**src/rtl/core/unique_color_palette_builder_defines.svh**
```systemverilog
// Assertion macros for the unique colour palette builder
`ifndef UNIQUE_COLOR_PALETTE_BUILDER_DEFINES_SVH
`define UNIQUE_COLOR_PALETTE_BUILDER_DEFINES_SVH

// same-cycle implication, checked out of reset
`define UCPB_ASSERT_IMPLY(lbl, ante, cons) \
  lbl: assert property (@(posedge clk) disable iff (!rst_n) (ante) |-> (cons)) \
    else $error("palette builder check failed");

// next-cycle implication, checked out of reset
`define UCPB_ASSERT_NEXT(lbl, ante, cons) \
  lbl: assert property (@(posedge clk) disable iff (!rst_n) (ante) |=> (cons)) \
    else $error("palette builder check failed");

`endif

```
**src/rtl/core/ucpb_pkg.sv**
```systemverilog
// Shared types and constants for the unique colour palette builder
package ucpb_pkg;

  localparam int unsigned PALETTE_ENTRIES_DEF = 256;
  localparam int unsigned QUEUE_DEPTH         = 2;

  typedef struct packed {
    logic [7:0] red;
    logic [7:0] green;
    logic [7:0] blue;
    logic       first_pixel;
    logic       last_pixel;
  } in_item_t;

  typedef struct packed {
    logic [7:0] color_index;
    logic       is_new;
    logic       overflowed;
    logic [8:0] color_count;
    logic       image_done;
    logic       build_failed;
  } out_item_t;

  typedef struct packed {
    logic [23:0] colour;
    logic        first;
    logic        last;
  } pix_t;

endpackage

```
**src/rtl/core/ucpb_queue.sv**
```systemverilog
// Front end: accepts pixels, packs the colour and queues them for the scanner
module ucpb_queue #(
  parameter int unsigned DEPTH = ucpb_pkg::QUEUE_DEPTH
) (
  input  logic              clk,
  input  logic              rst_n,
  input  logic              in_valid,
  output logic              in_stall,
  input  ucpb_pkg::in_item_t in_item,
  output logic              q_valid,
  output ucpb_pkg::pix_t    q_pix,
  input  logic              q_pop
);
  import ucpb_pkg::*;

  localparam int unsigned PW  = (DEPTH > 1) ? $clog2(DEPTH) : 1;
  localparam int unsigned CNW = $clog2(DEPTH + 1);

  pix_t           buf_r [DEPTH];
  logic [PW-1:0]  wr_ptr_r, wr_ptr_nxt;
  logic [PW-1:0]  rd_ptr_r, rd_ptr_nxt;
  logic [CNW-1:0] cnt_r, cnt_nxt;
  logic           push;
  pix_t           pix_in;

  assign in_stall = (cnt_r == CNW'(DEPTH));
  assign push     = in_valid && !in_stall;
  assign q_valid  = (cnt_r != '0);
  assign q_pix    = buf_r[rd_ptr_r];

  assign pix_in.colour = {in_item.red, in_item.green, in_item.blue};
  assign pix_in.first  = in_item.first_pixel;
  assign pix_in.last   = in_item.last_pixel;

  always_comb begin
    wr_ptr_nxt = wr_ptr_r;
    rd_ptr_nxt = rd_ptr_r;
    cnt_nxt    = cnt_r;
    if (push) begin
      wr_ptr_nxt = (wr_ptr_r == PW'(DEPTH - 1)) ? '0 : wr_ptr_r + PW'(1);
    end
    if (q_pop) begin
      rd_ptr_nxt = (rd_ptr_r == PW'(DEPTH - 1)) ? '0 : rd_ptr_r + PW'(1);
    end
    if (push && !q_pop) begin
      cnt_nxt = cnt_r + CNW'(1);
    end else if (!push && q_pop) begin
      cnt_nxt = cnt_r - CNW'(1);
    end
  end

  always_ff @(posedge clk) begin
    if (!rst_n) begin
      wr_ptr_r <= '0;
      rd_ptr_r <= '0;
      cnt_r    <= '0;
    end else begin
      wr_ptr_r <= wr_ptr_nxt;
      rd_ptr_r <= rd_ptr_nxt;
      cnt_r    <= cnt_nxt;
    end
  end

  always_ff @(posedge clk) begin
    if (push) begin
      buf_r[wr_ptr_r] <= pix_in;
    end
  end

endmodule

```
**config.mk**
```make
export PLATFORM = sky130hd
export DESIGN_NAME = ucpb_queue
export DESIGN_NICKNAME = d
export VERILOG_FILES = /design/src/rtl/core/unique_color_palette_builder_defines.svh /design/src/rtl/core/ucpb_pkg.sv /design/src/rtl/core/ucpb_queue.sv
export SDC_FILE = /design/constraint.sdc
export NUM_CORES = 1
export LEC_CHECK = 0
export ABC_AREA = 1
export BUFFER_PORTS_ARGS = -buffer_cell sky130_fd_sc_hd__buf_2
export CORE_AREA = 2 2 97 52
export CTS_BUF_LIST = sky130_fd_sc_hd__clkbuf_8 sky130_fd_sc_hd__clkbuf_16
export DETAILED_ROUTE_END_ITERATION = 12
export DIE_AREA = 0 0 99 54
export PLACE_DENSITY = 0.76
export SYNTH_ARGS = -nofsm -noshare
export SYNTH_HDL_FRONTEND = slang
export SYNTH_SLANG_ARGS = --single-unit
export TNS_END_PERCENT = 100
```
**constraint.sdc**
```tcl
create_clock -name clk -period 2.2 [get_ports clk]
set_input_delay 0.22 -clock clk [delete_from_list [all_inputs] [get_ports clk]]
set_output_delay 0.22 -clock clk [all_outputs]
set_load 0.005 [all_outputs]
```
==> run_results.csv <==
group,metric,value,unit
worst_setup_path,end_kind,"output pin",
floorplanning,initial_core_util,48.05,%
pwr,peakVddDrop,0.0005826,V
sta,final_max_slew_viol_count,0,
final_layout,fin_cells,250,
cts,clockBufferDepth,2,
synth,synth_compound_area_share,1.072,%
placed_design,gp_congestion,0.7647,
synth,synthAdderAreaFrac,0.5640,%
sta,fin_setup_tns,0,ps
floorplanning,die_w,99,um
cts,clock_latency,320,ps
final_layout,area_growth,23.29,%
worst_setup_path,setup.worst_path.start_class,"flip-flop",
routing,routed.top_layer,"met4",
worst_setup_path,crit_required,1980,ps
routing,drc,0,
pwr,swShare,22.67,%
placed_design,place_hpwl,2688,um
floorplanning,coreArea,4617,um^2
synth,synth-edff-count,52,
sta,fin_crit_sh,81.55,%
sta,max_freq,0.5574,GHz
synth,seq_area_frac_synth,74.90,%
pwr,pwr-share-seq,54.7,%
sta,hold_violations,0,
floorplanning,fp-row-count,18,
pwr,power.net_switching,0.0005483,W
placed_design,place_inst,234,
pwr,clockPowerShare,32.3,%
routing,dr.pass1.iters,4,
placed_design,preCtsSetupSlack,689.4,ps
sta,finalSetupViolations,0,
synth,synth_area_leaders,"edfxtp_1, mux2_4, dfxtp_1, mux2_2, buf_12",
synth,synth_xor_area_share,0,%
floorplanning,ioPinCount,58,
synth,syn-instance-count,117,
cts,htreeDepth,3,
synth,yosysMostFrequentCell,"edfxtp_1",
synth,ys.flop_type,"edfxtp_1",
routing,route.met2.wl,1889,um
final_layout,layout.nets,216,
sta,hold-worst-slack,86.97,ps
cts,post_cts.repair.setup_buffers,0,
synth,synth_area,2218,um^2
pwr,power.leakage,1.131,nW
sta,skew,3.047,ps
worst_setup_path,cp_max_fo,14,
synth,async_flop_share,0,%
cts,numCtsBuffers,9,
routing,dr_wl_met3,296,um
global_route,grt_pass1_wl,5830,um
synth,postSynthAreaPerCell,18.96,um^2
worst_hold_path,hold_class,"in -> reg",
global_route,gr-total-overflow,0,
sta,min_period,1794,ps
routing,via_count,1169,
routing,wl_per_cell,15.33,um
flow_run,max-cap-violations,0,
synth,synth_top_family_by_area,"multiplexers",
routing,met1_length,1638,um
cts,cts_sinks,57,
pwr,power_density,884.4,nW/um^2
routing,wl,3833,um
synth,synth-simple-area-share,3.215,%
floorplanning,die_h,54,um
worst_setup_path,worstSetupPathType,"reg -> out",
global_route,grt_use_total,15.77,%
cts,cts_resized,0,
synth,synth_mux_area_share,16.58,%
synth,ys_types,15,
sta,slew-limit-headroom,72.56,%
pwr,combPwrFrac,13.0,%
worst_setup_path,arrival,1570,ps
routing,ant_nets,0,
synth,yosys-top-cells-count,"edfxtp_1, mux2_4, nor2_1",
placed_design,port_buffers,57,
routing,dr.first_iter.drc_count,71,
pwr,p_int,0.001871,W
floorplanning,dieArea,5346,um^2
sta,tightest_slew,411.6,ps
global_route,grt_antenna_before_repair,0,
cts,hold_buffers,0,
final_layout,num_antenna_cells,0,
run_status,outcome,"complete, no violations",
sta,rsz0062_at_grt,"false",
cts,clockRootBuffer,"clkbuf_8",
synth,synth_top_area_share,70.39,%
synth,yosys_warnings,0,
cts,cts_tree,"yes",
global_route,grt_max_degree,27,
cts,clkSlewWorstSetupHoldPaths,60,ps
synth,ys_ff_latch,57,
synth,synth_fp_nets,148,
global_route,grt_pass1_vias,1192,
synth,synth.largest_area_cell,"edfxtp_1",
final_layout,drive_gt1_share,54.21,%
sta,worst_slack,405.9,ps
routing,viasPerCell,4.676,
area by class of cell:
class	count	area, um^2
clock buffers	10	137.6
clock inverters	6	28.78
fillers	361	1882
inverters	8	30.03
multi-input cells	49	480.5
flip-flops and latches	57	1663
well taps	60	75.07
repair buffers	60	320.3
cell families after synthesis:
logic type,Yosys count
simple gates,18
compound gates,4
flops,57
mux,26
buf+inv,11
fa+ha+maj,1
worst max-delay path, cell delays in order, from the launching register on:
cell	delay, ps
dfxtp_2	580
buf_12	220
mux2_4	310
buf_2	130
power by group through the flow:
stage	Clock (W)	Sequential, W	Combinational [W]
global route	0.000861	0.00133	0.000346
global placement	0	0.00134	0.000297
floorplan	0	0.00133	0.000197
CTS	0.000799	0.00132	0.000318
detailed placement	0	0.00135	0.000316
finish	0.000782	0.00132	0.000314
cell usage in the layout (no fill, tap or decap), drive strengths merged, types with 2 or more instances in the layout:
cell    Yosys  routed
clkbuf      0      10
clkinv      0       2
edfxtp     52      52
nand2       7       7
buf         3      60
o21ai       3       3
dfxtp       5       5
nor2        9       9
mux2       26      26
inv         8      11
stage by stage:
step                      total power, W  instance area, um^2  utilization (%)
final                           0.002419                 2735            59.24
after global routing            0.002540                 2735            59.24
after CTS                       0.002441                 2735            59.24
after detailed placement        0.001663                 2569            55.64
after global placement          0.001636                 2569            55.64
after floorplan                 0.001527                 2218                -
per-layer routing:
layer	vias up	GRT usage, %
li1	573	-
met4	0	5.479
met1	552	17.54
met2	42	26.91
met3	2	8.182
met5	-	0
path summary, 6_finish.rpt:
path,startpoint,to,cells after the start,slack [ps]
hold reg to reg,rd_ptr_r$_SDFFE_PN0P_,rd_ptr_r$_SDFFE_PN0P_,2,530
setup / recovery,flip-flop,q_pix[21],3,410
setup reg to reg,cnt_r[1]$_SDFFE_PN0P_,cnt_r[1]$_SDFFE_PN0P_,9,650
hold / removal,in_item[24],buf_r[1][24]$_DFFE_PP_,1,90
registers in the layout (all words and copies together), names as in the netlist, named ones only:
signal and flops:
buf_r 52, wr_ptr_r 1, rd_ptr_r 1, cnt_r 2
No activity file was read; power rests on OpenSTA's default activity.
